File: src/box_sprite_mover_and_compositor_defines.svh
// Assertion macros used by the RTL of the sprite mover and compositor.
`ifndef BOX_SPRITE_MOVER_AND_COMPOSITOR_DEFINES_SVH
`define BOX_SPRITE_MOVER_AND_COMPOSITOR_DEFINES_SVH

`ifndef ASSERT_OFF
// The consequent must hold in the same cycle as the antecedent.
`define BSM_ASSERT_SAME(lbl, clk, rstn, ante, cons) \
  lbl: assert property (@(posedge clk) disable iff (!(rstn)) (ante) |-> (cons)) \
    else $error("assertion failed");
// The consequent must hold in the cycle after the antecedent.
`define BSM_ASSERT_NEXT(lbl, clk, rstn, ante, cons) \
  lbl: assert property (@(posedge clk) disable iff (!(rstn)) (ante) |=> (cons)) \
    else $error("assertion failed");
`else
`define BSM_ASSERT_SAME(lbl, clk, rstn, ante, cons)
`define BSM_ASSERT_NEXT(lbl, clk, rstn, ante, cons)
`endif

`endif

File: src/bsm_pkg.sv
package bsm_pkg;

  // Fixed field widths.
  localparam int COLOR_W = 16;
  localparam int WHO_W   = 3;
  localparam int PIX_W   = 9;
  localparam int REG_COUNT = 5;
  localparam int ADDR_W  = 5;

  // Defaults for the top-level parameters.
  localparam int SPRITE_COUNT_DEF  = 4;
  localparam int BOX_EDGE_DEF      = 30;
  localparam int SCREEN_WIDTH_DEF  = 480;
  localparam int SCREEN_HEIGHT_DEF = 320;

  // Item opcodes.
  localparam logic OP_MOVE  = 1'b0;
  localparam logic OP_PIXEL = 1'b1;

  // Register indexes on the configuration port.
  localparam logic [2:0] REG_SPRITE0    = 3'd0;
  localparam logic [2:0] REG_SPRITE1    = 3'd1;
  localparam logic [2:0] REG_SPRITE2    = 3'd2;
  localparam logic [2:0] REG_SPRITE3    = 3'd3;
  localparam logic [2:0] REG_BACKGROUND = 3'd4;

  // Colors in panel order before the byte swap.
  localparam logic [15:0] COLOR_RED     = 16'hF800;
  localparam logic [15:0] COLOR_GREEN   = 16'h07E0;
  localparam logic [15:0] COLOR_BLUE    = 16'h001F;
  localparam logic [15:0] COLOR_YELLOW  = 16'hFFE0;
  localparam logic [15:0] COLOR_BACKGND = 16'h18C3;

  typedef struct packed {
    logic                    opcode;
    logic [1:0]              sprite_id;
    logic signed [7:0]       delta_x;
    logic signed [7:0]       delta_y;
    logic [PIX_W-1:0]        pixel_x;
    logic [PIX_W-1:0]        pixel_y;
  } in_item_t;

  typedef struct packed {
    logic [COLOR_W-1:0] pixel_color;
    logic [WHO_W-1:0]   covering_sprite;
  } out_item_t;

  // What travels from one cell to the next: the item and the best hit so far.
  typedef struct packed {
    in_item_t           item;
    logic [COLOR_W-1:0] color;
    logic [WHO_W-1:0]   who;
  } stage_t;

  // Swap the two bytes of a color for the panel.
  function automatic logic [15:0] panel_swap(input logic [15:0] v);
    return {v[7:0], v[15:8]};
  endfunction

  // Reset colors of the four sprite color registers.
  function automatic logic [15:0] sprite_color_reset(input int idx);
    logic [15:0] c;
    case (idx)
      0:       c = COLOR_RED;
      1:       c = COLOR_GREEN;
      2:       c = COLOR_BLUE;
      default: c = COLOR_YELLOW;
    endcase
    return panel_swap(c);
  endfunction

  // Reset positions; sprites past the fourth start at the origin.
  function automatic int left_reset(input int idx);
    int v;
    case (idx)
      0:       v = 50;
      1:       v = 400;
      2:       v = 220;
      3:       v = 100;
      default: v = 0;
    endcase
    return v;
  endfunction

  function automatic int top_reset(input int idx);
    int v;
    case (idx)
      0:       v = 60;
      1:       v = 60;
      2:       v = 20;
      3:       v = 200;
      default: v = 0;
    endcase
    return v;
  endfunction

  // Position width: enough for either screen axis and for the reset positions.
  function automatic int pos_width(input int w, input int h);
    int r;
    r = 9;
    if ($clog2(w) > r) r = $clog2(w);
    if ($clog2(h) > r) r = $clog2(h);
    return r;
  endfunction

endpackage

File: src/box_sprite_mover_and_compositor.sv
// An accepted pixel item passes through one register per cell; the last is the result register.
// Throughput: one item per cycle; each cell tests one sprite box, and the chain moves
// forward whenever the result register is empty or being taken.
// Move items pass through the chain and give no result.
// Reset (synchronous, rst_n low) restores sprite positions and colors and empties the chain.
`include "box_sprite_mover_and_compositor_defines.svh"

module box_sprite_mover_and_compositor #(
  parameter int SPRITE_COUNT  = bsm_pkg::SPRITE_COUNT_DEF,
  parameter int BOX_EDGE      = bsm_pkg::BOX_EDGE_DEF,
  parameter int SCREEN_WIDTH  = bsm_pkg::SCREEN_WIDTH_DEF,
  parameter int SCREEN_HEIGHT = bsm_pkg::SCREEN_HEIGHT_DEF
) (
  input  logic                        clk,
  input  logic                        rst_n,
  input  logic                        in_valid,
  output logic                        in_stall,
  input  bsm_pkg::in_item_t           in_item,
  output logic                        out_valid,
  input  logic                        out_stall,
  output bsm_pkg::out_item_t          out_item,
  input  logic                        psel,
  input  logic                        penable,
  input  logic                        pwrite,
  input  logic [bsm_pkg::ADDR_W-1:0]  paddr,
  input  logic [31:0]                 pwdata,
  output logic [31:0]                 prdata,
  output logic                        pready
);

  logic [bsm_pkg::COLOR_W-1:0] color_r [4];
  logic [bsm_pkg::COLOR_W-1:0] bg_r;
  logic [2:0]                  reg_idx;
  logic                        cfg_write;
  logic                        advance;
  logic [SPRITE_COUNT:0]       valid_w;
  bsm_pkg::stage_t             stage_w [SPRITE_COUNT+1];

  // Configuration registers.
  assign pready    = 1'b1;
  assign reg_idx   = paddr[4:2];
  assign cfg_write = psel && penable && pwrite && pready;

  always_ff @(posedge clk) begin
    if (!rst_n) begin
      for (int i = 0; i < 4; i++) begin
        color_r[i] <= bsm_pkg::sprite_color_reset(i);
      end
      bg_r <= bsm_pkg::panel_swap(bsm_pkg::COLOR_BACKGND);
    end else if (cfg_write) begin
      case (reg_idx)
        bsm_pkg::REG_SPRITE0:    color_r[0] <= pwdata[15:0];
        bsm_pkg::REG_SPRITE1:    color_r[1] <= pwdata[15:0];
        bsm_pkg::REG_SPRITE2:    color_r[2] <= pwdata[15:0];
        bsm_pkg::REG_SPRITE3:    color_r[3] <= pwdata[15:0];
        bsm_pkg::REG_BACKGROUND: bg_r       <= pwdata[15:0];
        default: ;
      endcase
    end
  end

  always_comb begin
    case (reg_idx)
      bsm_pkg::REG_SPRITE0:    prdata = {16'h0000, color_r[0]};
      bsm_pkg::REG_SPRITE1:    prdata = {16'h0000, color_r[1]};
      bsm_pkg::REG_SPRITE2:    prdata = {16'h0000, color_r[2]};
      bsm_pkg::REG_SPRITE3:    prdata = {16'h0000, color_r[3]};
      bsm_pkg::REG_BACKGROUND: prdata = {16'h0000, bg_r};
      default:                 prdata = '0;
    endcase
  end

  // The whole chain moves unless a finished result is held up.
  assign advance  = !(out_valid && out_stall);
  assign in_stall = !advance;

  // An item enters with the background as its provisional answer.
  assign valid_w[0]          = in_valid;
  assign stage_w[0].item     = in_item;
  assign stage_w[0].color    = bg_r;
  assign stage_w[0].who      = bsm_pkg::WHO_W'(SPRITE_COUNT);

  // One cell per sprite.
  for (genvar g = 0; g < SPRITE_COUNT; g++) begin : g_cell
    bsm_cell #(
      .INDEX         (g),
      .BOX_EDGE      (BOX_EDGE),
      .SCREEN_WIDTH  (SCREEN_WIDTH),
      .SCREEN_HEIGHT (SCREEN_HEIGHT)
    ) u_cell (
      .clk       (clk),
      .rst_n     (rst_n),
      .advance   (advance),
      .in_valid  (valid_w[g]),
      .in_stage  (stage_w[g]),
      .color     (color_r[g % 4]),
      .out_valid (valid_w[g+1]),
      .out_stage (stage_w[g+1])
    );
  end

  // The last cell's register is the result register; only pixel items show.
  assign out_valid = valid_w[SPRITE_COUNT] &&
                     (stage_w[SPRITE_COUNT].item.opcode == bsm_pkg::OP_PIXEL);
  assign out_item.pixel_color     = stage_w[SPRITE_COUNT].color;
  assign out_item.covering_sprite = stage_w[SPRITE_COUNT].who;

  // A held result freezes every stage of the chain.
  `BSM_ASSERT_NEXT(a_hold_chain, clk, rst_n, !advance, $stable(valid_w[SPRITE_COUNT:1]))
  // A pixel past the right edge of the screen always resolves to the background.
  `BSM_ASSERT_SAME(a_off_screen, clk, rst_n,
    out_valid && (int'(stage_w[SPRITE_COUNT].item.pixel_x) >= SCREEN_WIDTH),
    out_item.covering_sprite == bsm_pkg::WHO_W'(SPRITE_COUNT))
  // The background code carries the background color.
  `BSM_ASSERT_SAME(a_bg_color, clk, rst_n,
    out_valid && (SPRITE_COUNT < 8) &&
    (out_item.covering_sprite == bsm_pkg::WHO_W'(SPRITE_COUNT)),
    out_item.pixel_color == bg_r)

endmodule

File: src/bsm_cell.sv
module bsm_cell #(
  parameter int INDEX         = 0,
  parameter int BOX_EDGE      = bsm_pkg::BOX_EDGE_DEF,
  parameter int SCREEN_WIDTH  = bsm_pkg::SCREEN_WIDTH_DEF,
  parameter int SCREEN_HEIGHT = bsm_pkg::SCREEN_HEIGHT_DEF
) (
  input  logic                         clk,
  input  logic                         rst_n,
  input  logic                         advance,
  input  logic                         in_valid,
  input  bsm_pkg::stage_t              in_stage,
  input  logic [bsm_pkg::COLOR_W-1:0]  color,
  output logic                         out_valid,
  output bsm_pkg::stage_t              out_stage
);

  localparam int POS_W = bsm_pkg::pos_width(SCREEN_WIDTH, SCREEN_HEIGHT);
  localparam int SUM_W = POS_W + 2;
  localparam logic signed [SUM_W-1:0] WIDTH_S  = SUM_W'(SCREEN_WIDTH);
  localparam logic signed [SUM_W-1:0] HEIGHT_S = SUM_W'(SCREEN_HEIGHT);
  localparam logic signed [SUM_W-1:0] EDGE_S   = SUM_W'(BOX_EDGE);

  logic [POS_W-1:0] left_r, left_nxt;
  logic [POS_W-1:0] top_r, top_nxt;
  logic             valid_r;
  bsm_pkg::stage_t  stage_r, stage_nxt;
  logic             is_move;
  logic             hit;
  logic [SUM_W-1:0] px, py, lx, ty;

  // Add a signed step and wrap to the screen on one axis.
  function automatic logic [POS_W-1:0] wrap_axis(
    input logic [POS_W-1:0]        pos,
    input logic signed [7:0]       delta,
    input logic signed [SUM_W-1:0] size
  );
    logic signed [SUM_W-1:0] sum;
    logic [POS_W-1:0]        r;
    sum = $signed({2'b00, pos}) + SUM_W'(delta);
    if (sum >= size) begin
      r = '0;
    end else if (sum < 0) begin
      r = POS_W'(size - EDGE_S);
    end else begin
      r = sum[POS_W-1:0];
    end
    return r;
  endfunction

  // Position update when a move for this sprite passes by.
  assign is_move = in_valid && (in_stage.item.opcode == bsm_pkg::OP_MOVE) &&
                   (int'(in_stage.item.sprite_id) == INDEX);

  always_comb begin
    left_nxt = left_r;
    top_nxt  = top_r;
    if (is_move) begin
      left_nxt = wrap_axis(left_r, in_stage.item.delta_x, WIDTH_S);
      top_nxt  = wrap_axis(top_r, in_stage.item.delta_y, HEIGHT_S);
    end
  end

  // Coverage test of the queried pixel against this sprite's box.
  assign px = SUM_W'(in_stage.item.pixel_x);
  assign py = SUM_W'(in_stage.item.pixel_y);
  assign lx = SUM_W'(left_r);
  assign ty = SUM_W'(top_r);

  assign hit = (px < SUM_W'(SCREEN_WIDTH)) && (py < SUM_W'(SCREEN_HEIGHT)) &&
               (px >= lx) && (px < lx + SUM_W'(BOX_EDGE)) &&
               (py >= ty) && (py < ty + SUM_W'(BOX_EDGE));

  // A later sprite overrides whatever earlier cells chose.
  always_comb begin
    stage_nxt = in_stage;
    if ((in_stage.item.opcode == bsm_pkg::OP_PIXEL) && hit) begin
      stage_nxt.color = color;
      stage_nxt.who   = bsm_pkg::WHO_W'(INDEX);
    end
  end

  // Sprite position, held by this cell.
  always_ff @(posedge clk) begin
    if (!rst_n) begin
      left_r <= POS_W'(bsm_pkg::left_reset(INDEX));
      top_r  <= POS_W'(bsm_pkg::top_reset(INDEX));
    end else if (advance) begin
      left_r <= left_nxt;
      top_r  <= top_nxt;
    end
  end

  // Item register toward the next cell.
  always_ff @(posedge clk) begin
    if (!rst_n) begin
      valid_r <= 1'b0;
    end else if (advance) begin
      valid_r <= in_valid;
    end
  end

  always_ff @(posedge clk) begin
    if (advance) begin
      stage_r <= stage_nxt;
    end
  end

  assign out_valid = valid_r;
  assign out_stage = stage_r;

endmodule

File: config.mk
export PLATFORM = sky130hd
export DESIGN_NAME = box_sprite_mover_and_compositor
export DESIGN_NICKNAME = d
export VERILOG_FILES = /design/src/bsm_pkg.sv /design/src/box_sprite_mover_and_compositor.sv /design/src/bsm_cell.sv
export VERILOG_INCLUDE_DIRS = /design/src /design/src/src
export SDC_FILE = /design/constraint.sdc
export NUM_CORES = 1
export LEC_CHECK = 0
export BUFFER_PORTS_ARGS = -buffer_cell sky130_fd_sc_hd__buf_4
export CORE_MARGIN = 8
export CORE_UTILIZATION = 25
export DETAILED_ROUTE_END_ITERATION = 12
export SETUP_SLACK_MARGIN = 0.1
export SYNTH_ARGS = -nofsm -noshare
export SYNTH_HDL_FRONTEND = slang
export SYNTH_SLANG_ARGS = --single-unit
File: constraint.sdc
create_clock -name clk -period 7.7 [get_ports clk]
set_input_delay 1.54 -clock clk [delete_from_list [all_inputs] [get_ports clk]]
set_output_delay 1.54 -clock clk [all_outputs]
set_load 0.02 [all_outputs]
# ---- Word-level counts from Yosys, hierarchy flattened
# Memories as Yosys holds them, arrays and structs flattened.
# Index checks and enable logic that the tools add are counted.
# Widths: inputs -> output; s select.
dict set report op_classes {
  n_lt_le_gt_ge 40
  bitwise 9
  n_addsub 16
  n_eq_ne 7
  mux 46
  reduce_logical 43
}
# op n
set op_table {}
lappend op_table {{$mux 9} 16}
lappend op_table {{$mux 16} 8}
lappend op_table {{$add 10x8->11} 8}
lappend op_table {{$ge 11x10->1 const B} 8}
lappend op_table {{$lt 11x1->1 const B} 8}
lappend op_table {{$lt 9x11->1} 8}
lappend op_table {{$add 9x5->10 const B} 8}
lappend op_table {{$pmux 16 s5} 1}
lappend op_table {{$mux 19} 4}
lappend op_table {{$ge 9x9->1} 8}
lappend op_table {{$lt 9x9->1 const B} 8}
lappend op_table {{$logic_and 1x1->1} 36}
lappend op_table {{$mux 1} 17}
lappend op_table {{$reduce_and 2->1} 5}
lappend op_table {{$eq 3x2->1 const B} 2}
lappend op_table {{$not 1->1} 5}
lappend op_table {{$eq 2x2->1 const B} 2}
lappend op_table {{$or 1x1->1} 4}
lappend op_table {{$eq 3x1->1 const B} 1}
lappend op_table {{$eq 3x3->1 const B} 1}
lappend op_table {{$logic_not 3->1} 1}
lappend op_table {{$eq 2x1->1 const B} 1}
lappend op_table {{$logic_not 2->1} 1}
dict set report totals {
  mem_count 1
  mem_bits_rw 64
  word_cells 202
  in_bits 81
  output_inout_bits 54
  reg_bits 280
}
# name words word_bits read_ports rd_ports_with_merged_regs write_ports line
set mem_list {}
lappend mem_list {color_r 4 16 4 0 4 box_sprite_mover_and_compositor.sv:31} ;# logic [bsm_pkg::COLOR_W-1:0] color_r [4];

# ---- Logic depth before layout (Yosys ltp)
dict set report depth {
  ltp_word 8
  ltp_mapped 13
  ltp_nobuf 11
}

# ---- By module
# From an unflattened synthesis, not the netlist that was laid out.
dict set report unflattened {
  cells_unflattened 1901
  area_unflattened_um2 22098.7
}
# mod area_per_inst_um2 n_inst cells_each seq_area_each_um2
set modules_own_cells {}
lappend modules_own_cells {{bsm_cell (g_cell[3].u_cell)} 4650.7 1 419 2062.0}
lappend modules_own_cells {{bsm_cell (g_cell[2].u_cell)} 4585.6 1 403 2062.0}
lappend modules_own_cells {{bsm_cell (g_cell[0].u_cell)} 4561.9 1 392 2062.0}
lappend modules_own_cells {{bsm_cell (g_cell[1].u_cell)} 4485.6 1 382 2062.0}
lappend modules_own_cells {box_sprite_mover_and_compositor 3814.9 1 305 2242.2}

# ---- Worst setup path after synthesis
# No wires, ideal clock.
dict set report synth_path {
  path_kind {input to output}
  from {input out_stall}
  to {output in_stall}
  t_arrival_ns 7.326
  stages 2
  slack_ns -1.166
  cell_sequence {nand2_1 clkinv_1}
}
dict set report synth_between {
  elab_chain_cells 1
}
# element line
set synth_lines {}
lappend synth_lines {{start, declared} box_sprite_mover_and_compositor.sv:20} ;# input logic out_stall,
lappend synth_lines {{$logic_and 1x1->1} box_sprite_mover_and_compositor.sv:74} ;# assign advance = !(out_valid && out_stall);
lappend synth_lines {{end, declared} box_sprite_mover_and_compositor.sv:17} ;# output logic in_stall,
# Every way passes these cells.

# ---- Final worst setup path
dict set report layout_path {
  from {input paddr[3] in the netlist's numbering}
  to {output prdata[3]}
}
dict set report layout_between {
  elab_chain_cells 2
}
# element line
set layout_lines {}
lappend layout_lines {{start, declared} box_sprite_mover_and_compositor.sv:25} ;# input logic [bsm_pkg::ADDR_W-1:0] paddr,
lappend layout_lines {{$eq 3x3->1 (tied with other cells)} box_sprite_mover_and_compositor.sv:63} ;# case (reg_idx)
lappend layout_lines {{$pmux 16 s5 (*)} box_sprite_mover_and_compositor.sv:63}
lappend layout_lines {{end, declared} box_sprite_mover_and_compositor.sv:27} ;# output logic [31:0] prdata,
# Every way passes the cells marked *; elsewhere a longest branch is shown, timed or not.

==> impl_metrics.toml <==
[outcome]
status = "complete, no violations"

[yosys]
synth_cells = 1869
synth_mux_area_frac = 0.0451
synth_compound_area_frac = 0.159
synth_top_cell_area_share = 0.363
synth_top_family_by_area = "compound AO/OA/AOI/OAI gates"
ys_dominant_reg_cell = "edfxtp_1"
synth_edf_count = 249
yosysWarnings = 0
synth-xor-area-share = 0.0412
ys_seq_area_frac = 0.452
ys_types = 85
synthSimpleGateAreaFrac = 0.116
yosys-top-cells-area = "edfxtp_1 (36%), ha_1 (14%), dfxtp_1 (8.9%), xnor2_1 (3.3%), mux2_2 (3.2%)"
syn_avg_cell_area_sq_um = 11.0
synth_seq_cells = 341
netlist_area_sq_um = 20600
synth_fa_ha_area_frac = 0.144
synth_area_leader_cell = "edfxtp_1"
synthArstFlopShare = 0

[die]
fp-row-count = 105
io_pins = 135
dieWidth_microns = 303
die_h_microns = 303
die_area_sq_um = 91900
coreArea_sq_um = 81800
start_util = 0.252

[timing]
worstMarginPinSlew_ns = 1.00
rsz0062_at_grt = "no"
relSlewSlack = 0.330
hold_viol = 0
max_freq_mhz = 207
fin_setup_tns_ns = 0
layout_min_cycle_time_ns = 4.83
timing.final.crit_share = 0.627
whs_ns = 0.453
maxSlewViolCount = 0
setup_viol = 0
fin_skew_ns = 0.0217

[placed_design]
io_buffer_count = 99
gp_congestion = 0.780
place_inst = 2992
placed_area_sq_um = 22500
dp_hpwl_mm = 37.2

[power_and_ir_drop]
vdd_drop_max_uv = 122
leakage_nw = 9.37
p_per_area_nw_per_um2 = 187

[clock_tree]
clock_latency_ns = 0.54
cts_hold_buf = 0
cts_root_buf = "clkbuf_16"
cts_tree = "yes"
clock_path_buffers = 3
htreeDepth = 2
cts_setup_buffers = 0
clkTransAtPathRegs_ns = 0.06
cts_buffers = 36
ctsResizeCount = 0
cts_num_sinks = 341

[cells_and_area]
final_cell_area_sq_um = 23700
drive_gt1_frac = 0.141
fin_cells = 3059
layout_common_cells = "edfxtp_1 (249), ha_1 (224), buf_4 (118), nand2_1 (109), inv_1 (108)"
multi_input_area_sq_um = 10500
area_growth_pct = 14.8
finalNetCount = 2273
fillCellCount = 8436
seq_area_sq_um = 9320
mostFrequentLayoutCell = "edfxtp_1"

[run]
maxCapViolations = 0

[global_route]
grt_overflow = 0
antenna_found_initial = 1
grt_pass1_vias = 14600
grt_usage = 0.108
grt_first_pass_wirelength_mm = 79.5
grt_max_degree = 72

[route]
drc_errors = 0
drt-pass1-iter-count = 5
ant_nets = 0
wl_per_cell_microns = 16.7
wl_mm = 51.0
post_drt_via_cell_ratio = 4.74
vias = 14500
drt_iter0_drc = 802

[worst_setup_path]
crit_fanout = 22
start_kind = "input pin"
cp.required_ns = 6.16
cp_data_arrival_time_ns = 3.29
cp-end-kind = "output port"
critPathKind = "input pin to output port"

[worst_hold_path]
hp-class = "flop to flop"
-- synth_stat cells, drive strengths merged, types with 31 or more instances --
cell type	number
a211oi	31
a21o	32
a21oi	84
and2	49
buf	42
clkbuf	38
dfxtp	92
edfxtp	249
ha	224
inv	110
mux2	66
nand2	110
nand3	56
nor2	58
o21ai	99
or3	37
xnor2	77
-- sequential cells by signal (all words and copies together), names as in the netlist --
signal / flops
bg_r: 16
g_cell.u_cell.left_r: 36
g_cell.u_cell.out_stage: 185
color_r: 64
g_cell.u_cell.out_valid: 4
g_cell.u_cell.top_r: 36
-- final timing paths --
path	from	cells after the start	to	slack, ns
worst max-delay path	paddr[3]	7	prdata[3]	2.87
worst max register to register	g_cell[3].u_cell.top_r[1]$_SDFFE_PN0P_	11	g_cell[3].u_cell.out_stage[4]$_DFFE_PN_	4.00
worst min register to register	g_cell[1].u_cell.out_stage[53]$_DFFE_PN_	0	g_cell[2].u_cell.out_stage[53]$_DFFE_PN_	0.45
worst min-delay path	g_cell[1].u_cell.out_stage[53]$_DFFE_PN_	0	g_cell[2].u_cell.out_stage[53]$_DFFE_PN_	0.45
-- per-layer routing --
layer | track usage | vias to the layer above | routed length, microns
li1 | - | 7226 | -
met1 | 0.129 | 6969 | 21900
met2 | 0.196 | 220 | 25800
met3 | 0.0146 | 88 | 1730
met4 | 0.0389 | 0 | 1500
met5 | 0 | - | 0
-- per-stage QoR --
stage                     setup slack, ns  total power, mW   util
final                                2.87             4.43  0.289
after global routing                 2.72             4.61  0.289
after CTS                            2.83             4.48  0.289
after detailed placement             2.84             2.69  0.275
after global placement               2.83             2.69  0.275
after floorplan                      1.23             2.51      -
-- cell families (layout without fill, tap and decap cells) --
family                   count (synthesis)  in the layout
buffers and inverters                  191            295
AO/OA/AOI/OAI                          467            467
adder cells (fa/ha/maj)                232            232
XOR/XNOR                                97             97
multiplexers                            82             82
AND/OR/NAND/NOR                        457            457
other                                    2             18
flip-flops                             341            341
-- layout make-up --
type | count | share of cell area
multi-input combinational | 1352 | 0.444
sequential | 341 | 0.394
tap | 1070 | 0.0566
clock buffer | 43 | 0.0401
timing repair buffer | 118 | 0.0374
inverter | 111 | 0.0176
clock inverter | 23 | 0.0104
antenna | 1 | 0.000106
-- worst max-delay path: stages --
cell     delay (ns)
buf_4          0.36
nor2_1         0.09
and2_1         0.47
nand2_1        0.17
o21ai_0        0.10
a221o_1        0.35
buf_4          0.18
-- where the power goes --
| part | internal [mW] | switching (mW) |
|---|---|---|
| logic | 0.230 | 0.310 |
| clock network | 1.03 | 0.757 |
| registers | 2.05 | 0.0596 |
| total | 3.31 | 1.13 |
(Power assumes the default switching activity.)
